$ cat config.mk
export PLATFORM = sky130hd
export DESIGN_NAME = header_tail_checksum_deframer
export DESIGN_NICKNAME = d
export VERILOG_FILES = /design/src/rtl/hcd_pkg.sv /design/src/rtl/header_tail_checksum_deframer.sv /design/src/rtl/hcd_cell.sv /design/src/rtl/hcd_regs.sv
export VERILOG_INCLUDE_DIRS = /design/src /design/src/rtl
export SDC_FILE = /design/constraint.sdc
export NUM_CORES = 1
export LEC_CHECK = 0
export BUFFER_PORTS_ARGS = -buffer_cell sky130_fd_sc_hd__buf_2
export CAP_MARGIN = 25
export CORE_MARGIN = 10
export CORE_UTILIZATION = 57
export DETAILED_ROUTE_END_ITERATION = 12
export HOLD_SLACK_MARGIN = 0.03
export MAX_ROUTING_LAYER = met4
export PLACE_DENSITY = 0.87
export SETUP_SLACK_MARGIN = 0.1
export SLEW_MARGIN = 10
export SYNTH_ARGS = -nofsm -noshare
export SYNTH_HDL_FRONTEND = slang
export SYNTH_SLANG_ARGS = --single-unit
$ cat constraint.sdc
create_clock -name clk -period 2.75 [get_ports clk]
set_clock_uncertainty 0.1 [all_clocks]
set_input_delay 0.275 -clock clk [delete_from_list [all_inputs] [get_ports clk]]
set_output_delay 0.275 -clock clk [all_outputs]
set_load 0.03 [all_outputs]
$ cat src/rtl/assert_macros.svh
// assertion macros shared by the deframer rtl
// no dependencies; simulation bodies are dropped when SYNTHESIS is defined
`ifndef ASSERT_MACROS_SVH
`define ASSERT_MACROS_SVH

`ifndef SYNTHESIS

`define HCD_ASSERT(lbl, clk_s, rstn_s, prop) \
	lbl: assert property (@(posedge clk_s) disable iff (!rstn_s) (prop)) \
		else $error("deframer assertion failed");

`define HCD_ASSERT_NEVER(lbl, clk_s, rstn_s, cond) \
	lbl: assert property (@(posedge clk_s) disable iff (!rstn_s) !(cond)) \
		else $error("deframer forbidden condition seen");

`else

`define HCD_ASSERT(lbl, clk_s, rstn_s, prop)

`define HCD_ASSERT_NEVER(lbl, clk_s, rstn_s, cond)

`endif

`endif

$ cat src/rtl/hcd_pkg.sv
// shared types and constants for the header/tail checksum deframer
// no dependencies
`timescale 1ns / 1ps
`default_nettype none

package hcd_pkg;

	localparam int PACKET_BYTES_DEF = 14;
	localparam int DATA_BYTES_DEF   = 9;
	localparam int DATA_FIRST_POS   = 3;

	localparam int ADDR_W = 4;
	localparam int DATA_W = 32;

	localparam logic [7:0] HDR_FIRST_RST  = 8'hAA;
	localparam logic [7:0] HDR_SECOND_RST = 8'h55;
	localparam logic [7:0] TAIL_RST       = 8'hFF;

	typedef enum logic [1:0] {
		REG_HDR_FIRST  = 2'd0,
		REG_HDR_SECOND = 2'd1,
		REG_TAIL       = 2'd2,
		REG_UNUSED     = 2'd3
	} reg_idx_t;

	typedef struct packed {
		logic [7:0] header_first;
		logic [7:0] header_second;
		logic [7:0] tail_marker;
	} cfg_t;

	typedef enum logic [3:0] {
		ST_FILL  = 4'b0001,
		ST_CHECK = 4'b0010,
		ST_EMIT  = 4'b0100,
		ST_ERR   = 4'b1000
	} state_t;

endpackage

`default_nettype wire

$ cat src/rtl/header_tail_checksum_deframer.sv
// check: the byte that fills the window is checked in the cycle after its transfer;
// the first result is registered from the emit or error state once the output is free
// throughput: one byte per cycle while filling; while resyncing on a full window each byte
// is taken, then checked; a good packet holds the input through the check and a full
// window rotation, a checksum error through check and ST_ERR; output stalls lengthen both
// reset: control, window cells and checksum clear; registers return to aa/55/ff
`timescale 1ns / 1ps
`default_nettype none
`include "assert_macros.svh"

module header_tail_checksum_deframer #(
	parameter int PACKET_BYTES = hcd_pkg::PACKET_BYTES_DEF,
	parameter int DATA_BYTES   = hcd_pkg::DATA_BYTES_DEF
) (
	input  wire logic                      clk,
	input  wire logic                      arst_n,
	input  wire logic                      psel,
	input  wire logic                      penable,
	input  wire logic                      pwrite,
	input  wire logic [hcd_pkg::ADDR_W-1:0] paddr,
	input  wire logic [hcd_pkg::DATA_W-1:0] pwdata,
	output logic      [hcd_pkg::DATA_W-1:0] prdata,
	output logic                            pready,
	input  wire logic                      in_valid,
	output logic                           in_stall,
	input  wire logic [7:0]                rx_byte,
	output logic                           out_valid,
	input  wire logic                      out_stall,
	output logic      [7:0]                out_byte,
	output logic      [3:0]                byte_pos,
	output logic                           last,
	output logic                           status
);

	import hcd_pkg::*;

	localparam int POS_W  = $clog2(PACKET_BYTES);
	localparam int SUM_HI = (DATA_FIRST_POS + DATA_BYTES - 1 < PACKET_BYTES - 1)
		? DATA_FIRST_POS + DATA_BYTES - 1 : PACKET_BYTES - 1;
	localparam logic [POS_W-1:0] LAST_POS = POS_W'(PACKET_BYTES - 1);

	cfg_t   cfg;
	state_t state_q;

	logic [7:0]       cell_byte [PACKET_BYTES];
	logic [7:0]       shift_in;
	logic             shift_en;
	logic [7:0]       enter_byte;
	logic [7:0]       sum_q;
	logic [7:0]       sum_d;
	logic [POS_W-1:0] fill_q;
	logic [POS_W-1:0] pos_q;
	logic [POS_W+3:0] pos_ext;
	logic             in_xfer;
	logic             out_free;
	logic             frame_ok;
	logic             sum_ok;

	logic       out_valid_q;
	logic [7:0] out_byte_q;
	logic [3:0] byte_pos_q;
	logic       last_q;
	logic       status_q;

	hcd_regs u_regs (
		.clk     (clk),
		.arst_n  (arst_n),
		.psel    (psel),
		.penable (penable),
		.pwrite  (pwrite),
		.paddr   (paddr),
		.pwdata  (pwdata),
		.prdata  (prdata),
		.pready  (pready),
		.cfg     (cfg)
	);

	// window chain: oldest byte in cell 0, new bytes enter at the far end
	genvar k;
	generate
		for (k = 0; k < PACKET_BYTES; k++) begin : g_cell
			logic [7:0] cell_d;
			if (k == PACKET_BYTES - 1) begin : g_end
				assign cell_d = shift_in;
			end else begin : g_mid
				assign cell_d = cell_byte[k+1];
			end
			hcd_cell u_cell (
				.clk      (clk),
				.arst_n   (arst_n),
				.shift_en (shift_en),
				.d        (cell_d),
				.q        (cell_byte[k])
			);
		end
		if (SUM_HI + 1 == PACKET_BYTES) begin : g_enter_end
			assign enter_byte = shift_in;
		end else begin : g_enter_mid
			assign enter_byte = cell_byte[SUM_HI+1];
		end
	endgenerate

	assign in_stall = (state_q != ST_FILL);
	assign in_xfer  = in_valid && !in_stall;
	assign out_free = !out_valid_q || !out_stall;
	assign shift_en = in_xfer || ((state_q == ST_EMIT) && out_free);
	// during emission the chain rotates so the window comes back intact
	assign shift_in = (state_q == ST_EMIT) ? cell_byte[0] : rx_byte;

	// running modulo-256 sum over the data positions of the window
	assign sum_d = sum_q + enter_byte - cell_byte[DATA_FIRST_POS];

	assign frame_ok = (cell_byte[0] == cfg.header_first)
		&& (cell_byte[1] == cfg.header_second)
		&& (cell_byte[PACKET_BYTES-1] == cfg.tail_marker);
	assign sum_ok = (sum_q == cell_byte[PACKET_BYTES-2]);

	assign pos_ext = {4'b0000, pos_q};

	always_ff @(posedge clk or negedge arst_n) begin
		if (!arst_n) begin
			sum_q <= 8'h00;
		end else if (shift_en) begin
			sum_q <= sum_d;
		end
	end

	always_ff @(posedge clk or negedge arst_n) begin
		if (!arst_n) begin
			state_q <= ST_FILL;
			fill_q  <= '0;
			pos_q   <= '0;
		end else begin
			unique case (state_q)
				ST_FILL: begin
					if (in_xfer) begin
						if (fill_q == LAST_POS) begin
							state_q <= ST_CHECK;
						end else begin
							fill_q <= fill_q + 1'b1;
						end
					end
				end
				ST_CHECK: begin
					if (!frame_ok) begin
						state_q <= ST_FILL;
					end else begin
						fill_q  <= '0;
						pos_q   <= '0;
						state_q <= sum_ok ? ST_EMIT : ST_ERR;
					end
				end
				ST_EMIT: begin
					if (out_free) begin
						if (pos_q == LAST_POS) begin
							pos_q   <= '0;
							state_q <= ST_FILL;
						end else begin
							pos_q <= pos_q + 1'b1;
						end
					end
				end
				ST_ERR: begin
					if (out_free) begin
						state_q <= ST_FILL;
					end
				end
				default: begin
					state_q <= ST_FILL;
				end
			endcase
		end
	end

	always_ff @(posedge clk or negedge arst_n) begin
		if (!arst_n) begin
			out_valid_q <= 1'b0;
		end else if ((state_q == ST_EMIT || state_q == ST_ERR) && out_free) begin
			out_valid_q <= 1'b1;
		end else if (!out_stall) begin
			out_valid_q <= 1'b0;
		end
	end

	always_ff @(posedge clk) begin
		if (out_free) begin
			if (state_q == ST_EMIT) begin
				out_byte_q <= cell_byte[0];
				byte_pos_q <= pos_ext[3:0];
				last_q     <= (pos_q == LAST_POS);
				status_q   <= 1'b0;
			end else if (state_q == ST_ERR) begin
				out_byte_q <= 8'h00;
				byte_pos_q <= 4'h0;
				last_q     <= 1'b1;
				status_q   <= 1'b1;
			end
		end
	end

	assign out_valid = out_valid_q;
	assign out_byte  = out_byte_q;
	assign byte_pos  = byte_pos_q;
	assign last      = last_q;
	assign status    = status_q;

	`HCD_ASSERT(a_err_shape, clk, arst_n,
		(out_valid_q && status_q) |-> (last_q && out_byte_q == 8'h00 && byte_pos_q == 4'h0))
	`HCD_ASSERT(a_reject_keeps_fill, clk, arst_n,
		(state_q == ST_CHECK && !frame_ok) |=> (state_q == ST_FILL && fill_q == LAST_POS))
	`HCD_ASSERT(a_accept_empties, clk, arst_n,
		(state_q == ST_CHECK && frame_ok) |=> (fill_q == '0))
	`HCD_ASSERT_NEVER(a_no_xfer_when_busy, clk, arst_n,
		shift_en && state_q != ST_FILL && state_q != ST_EMIT)

endmodule

`default_nettype wire

$ cat src/rtl/hcd_cell.sv
// one byte cell of the deframer window chain
// no dependencies; the top level links cells into a shift line
`timescale 1ns / 1ps
`default_nettype none

module hcd_cell (
	input  wire logic       clk,
	input  wire logic       arst_n,
	input  wire logic       shift_en,
	input  wire logic [7:0] d,
	output logic      [7:0] q
);

	logic [7:0] byte_q;

	always_ff @(posedge clk or negedge arst_n) begin
		if (!arst_n) begin
			byte_q <= 8'h00;
		end else if (shift_en) begin
			byte_q <= d;
		end
	end

	assign q = byte_q;

endmodule

`default_nettype wire

$ cat src/rtl/hcd_regs.sv
// apb configuration registers: header bytes and tail marker
// depends on hcd_pkg
`timescale 1ns / 1ps
`default_nettype none

module hcd_regs (
	input  wire logic                      clk,
	input  wire logic                      arst_n,
	input  wire logic                      psel,
	input  wire logic                      penable,
	input  wire logic                      pwrite,
	input  wire logic [hcd_pkg::ADDR_W-1:0] paddr,
	input  wire logic [hcd_pkg::DATA_W-1:0] pwdata,
	output logic      [hcd_pkg::DATA_W-1:0] prdata,
	output logic                            pready,
	output hcd_pkg::cfg_t                   cfg
);

	import hcd_pkg::*;

	cfg_t     cfg_q;
	reg_idx_t idx;
	logic     wr_en;

	assign idx    = reg_idx_t'(paddr[3:2]);
	assign pready = 1'b1;
	assign wr_en  = psel && penable && pwrite && pready;

	always_ff @(posedge clk or negedge arst_n) begin
		if (!arst_n) begin
			cfg_q.header_first  <= HDR_FIRST_RST;
			cfg_q.header_second <= HDR_SECOND_RST;
			cfg_q.tail_marker   <= TAIL_RST;
		end else if (wr_en) begin
			unique case (idx)
				REG_HDR_FIRST:  cfg_q.header_first  <= pwdata[7:0];
				REG_HDR_SECOND: cfg_q.header_second <= pwdata[7:0];
				REG_TAIL:       cfg_q.tail_marker   <= pwdata[7:0];
				default: begin
				end
			endcase
		end
	end

	always_comb begin
		prdata = '0;
		unique case (idx)
			REG_HDR_FIRST:  prdata[7:0] = cfg_q.header_first;
			REG_HDR_SECOND: prdata[7:0] = cfg_q.header_second;
			REG_TAIL:       prdata[7:0] = cfg_q.tail_marker;
			default:        prdata      = '0;
		endcase
	end

	assign cfg = cfg_q;

endmodule

`default_nettype wire
==> summary.md <==
| Metric | Value |
|---|---|
| Status | `finished, final reports clean` |
| Worst r2r path cells | `10` |
| Global route overflow | `0` |
| Clk sinks | `171` |
| Die area | `0.01934 mm^2` |
| Hold Path Class | `input pin to flip-flop` |
| Least-Margin Pin Slew | `0.7424 ns` |
| Routed wire per std cell | `18.32 um` |
| Final Hold Fails | `0` |
| Core area | `0.01388 mm^2` |
| Synthesized cell area | `0.008083 mm^2` |
| Standard-cell rows | `43` |
| Tmin final | `2.663 ns` |
| Largest net degree at the start of global routing | `76` |
| Dpl ws | `0.07392 ns` |
| Register-to-register path setup slack | `0.09 ns` |
| Detailed Route WL | `15,850 um` |
| Largest cells by area after synthesis | `dfrtp_1, mux2_4, mux2_2` |
| Clock slew at reported path FFs | `0.06 ns` |
| Sequential area share after synthesis | `54.07%` |
| Power, Total | `11,190 uW` |
| Worst EP required | `2.97 ns` |
| Initial DRC Count | `389` |
| Number of enable flip-flop cells after synthesis | `14` |
| Worst Setup SP | `g_cell[12].u_cell.q[1]$_DFFE_PN0P_` |
| DRC violations left | `0` |
| Crit path arrival time | `2.89 ns` |
| Starting Density | `58.23%` |
| Die Y | `139.1 um` |
| Peak supply drop | `0.8606 mV` |
| Synth area leader | `dfrtp_1` |
| Cells after Synth | `606` |
| Ys Warns | `0` |
| Cell Count, Final, Fillers Out | `865` |
| Initial antenna violation count | `1` |
| Worst relative slew slack | `50.24%` |
| Vias in the first global route | `5,009` |
| Crit path to | `sum_q[7]$_DFFE_PN0P_` |
| Most numerous cell in the Yosys netlist | `dfrtp_1` |
| Setup_tns | `0 ns` |
| Top FF cell, synth | `dfrtp_1` |
| Setup Crit Path Kind | `flip-flop to flip-flop` |
| Port bufs | `48` |
| Vias post-DR | `4,766` |
| Placed Cells | `819` |
| Flops & latches, synth | `171` |
| Fin util | `65.82%` |
| Maxcap violations | `0` |
| Critical path, cell by cell | `inv_1 > fa_1 > inv_2 > ha_1 > a21oi_2 > o211ai_1 > o41ai_2 > xnor2_1 > nor2_2 > xor2_1` |
| Slowest stage cell, crit path | `fa_1` |
| Nets | `741` |
| CTS tree | `yes` |
| Worst Path Max Fanout | `2` |
| Fin crit share | `96.85%` |
| Synth top area share | `43.34%` |
| Setup ws final | `0.08665 ns` |
| Clock latency on the worst-skew pair | `0.43 ns` |
| Post-synthesis async set-or-reset flop share | `91.81%` |
| Max Clock Freq | `0.3755 GHz` |
| Library cells used by synthesis | `46` |
| Syn_area_per_cell | `13.34 um^2` |
| First-pass GRT wire length | `26,320 um` |
| GRT Util Overall | `17.11%` |
| Pins Over Slew Limit | `0` |
| 1st-pass router iterations | `5` |
| Setup violators final | `0` |
| Clk root buf | `clkbuf_16` |
| Die width | `139.1 um` |
| Filler instances | `919` |
| R2R Path Start | `g_cell[12].u_cell.q[1]$_DFFE_PN0P_` |
| Routed Antenna Nets | `0` |
| GPL Wtd Cong | `0.8820` |
| CP Capture Type | `flip-flop` |
| Post-DP HPWL | `10,920 um` |
| P per Cell Area | `1225 mW/mm^2` |
| Synth-to-layout area growth | `13.03%` |
| Clk buf depth | `2` |
| Max stage delay on crit path | `0.58 ns` |
| Setup crit start kind | `flip-flop` |
| Synth top cells by count | `dfrtp_1, mux2_2, mux2_4, nand2_1, inv_1` |
| Ratio of cells with drive above 1 in the final layout | `35.23%` |
| Leak Pwr | `0.004440 uW` |
| H-tree level count | `4` |
| RSZ-0062 raised after global routing | `true` |
| Io pins | `100` |
| Via density | `5.510` |
| Cts bufs inserted | `17` |
| Critical R2R Capture | `sum_q[7]$_DFFE_PN0P_` |
layout make-up:
class | instances | area (um^2) | area share [%]
flip-flops and latches | 171 | 4370 | 47.84
multi-input cells | 379 | 3383 | 37.03
repair buffers | 69 | 464.2 | 5.081
clock buffers | 20 | 436.7 | 4.780
well taps | 180 | 225.2 | 2.465
clock inverters | 12 | 130.1 | 1.424
inverters | 33 | 123.9 | 1.356
diodes | 1 | 2.502 | 0.02739
how the worst min path moves through the flow:
stage	from	to	cells past startpoint	slack [ns]
global route	out_stall	state_q[3]$_DFFE_PN0P_	3	0.07
floorplan	arst_n	fill_q[0]$_DFFE_PN0P_	0	-0.12
detailed placement	arst_n	g_cell[7].u_cell.q[0]$_DFFE_PN0P_	1	0.24
finish	rx_byte[1]	g_cell[13].u_cell.q[1]$_DFFE_PN0P_	3	0.04
CTS	rx_byte[1]	g_cell[13].u_cell.q[1]$_DFFE_PN0P_	3	0.04
global placement	arst_n	g_cell[7].u_cell.q[0]$_DFFE_PN0P_	1	0.23
per-layer routing:
metal	global-route usage, %	part of all wire (%)
met3	4.726	5.3
met4	6.041	1.9
met2	27.75	51
met5	-	0
met1	20.08	41
registers in the layout (all words and copies together), names as in the netlist:
register and flops:
fill_q 4, last 1, u_regs.cfg 24, sum_q 8, out_valid 1, state_q 4, byte_pos 4, status 1
pos_q 4, g_cell.u_cell.q 112, out_byte 8
worst max-delay path: cells and delay by family (launching register included):
kind | cells | cell delay, ns
buf+inv | 2 | 0.14
xor+xnor | 2 | 0.32
flops | 1 | 0.37
simple gates | 1 | 0.06
fa+ha+maj | 2 | 0.87
compound gates | 3 | 0.70
per-stage QoR:
step | instance area [um^2] | hold slack [ns]
2_1_floorplan | 8169 | -0.1206
3_3_place_gp | 8407 | 0.2295
3_5_place_dp | 8407 | 0.2370
4_1_cts | 9071 | 0.03991
5_1_grt | 9136 | 0.06677
6_report | 9136 | 0.04143
logic make-up (layout without fill, tap and decap cells):
family,Yosys count,count (layout),share of synthesized area (%)
buf+inv,79,134,5.635
flops,171,171,54.07
xor+xnor,41,41,4.443
mux,134,134,21.27
simple gates,102,102,6.842
other cells,2,26,0.09291
compound gates,58,58,4.056
fa+ha+maj,19,19,3.591
report_power, final:
group          switching [uW]  total, uW  internal [uW]  leakage, uW
clock network             945       2350           1400     0.000273
registers                 801       4300           3500      0.00211
logic                    2170       4540           2370      0.00205
layout by cell type (no fill, tap or decap), types with 10 or more instances in the layout:
| cell | Yosys | final |
|---|---|---|
| buf_2 | 4 | 47 |
| inv_1 | 33 | 32 |
| mux2_4 | 59 | 59 |
| a21oi_1 | 14 | 12 |
| dfrtp_1 | 140 | 140 |
| o21ai_0 | 32 | 31 |
| xor2_1 | 23 | 23 |
| xnor2_1 | 18 | 18 |
| clkbuf_16 | 0 | 17 |
| dfstp_2 | 17 | 17 |
| and2_1 | 10 | 10 |
| nand2_1 | 41 | 41 |
| conb_1 | 2 | 25 |
| edfxtp_1 | 14 | 14 |
| mux2_2 | 66 | 66 |
| nor2_1 | 15 | 15 |
| ha_1 | 12 | 10 |
repair_timing:
| item | CTS | global route |
|---|---|---|
| setup buffers | 0 | 4 |
| hold buffers | 9 | 0 |
| gates resized for setup | 2 | 5 |
| setup endpoints to repair | 2 | 5 |
| endpoints found under the hold margin | 87 | 0 |
| pin swaps | 0 | 6 |
No activity file was read; power rests on OpenSTA's default activity.
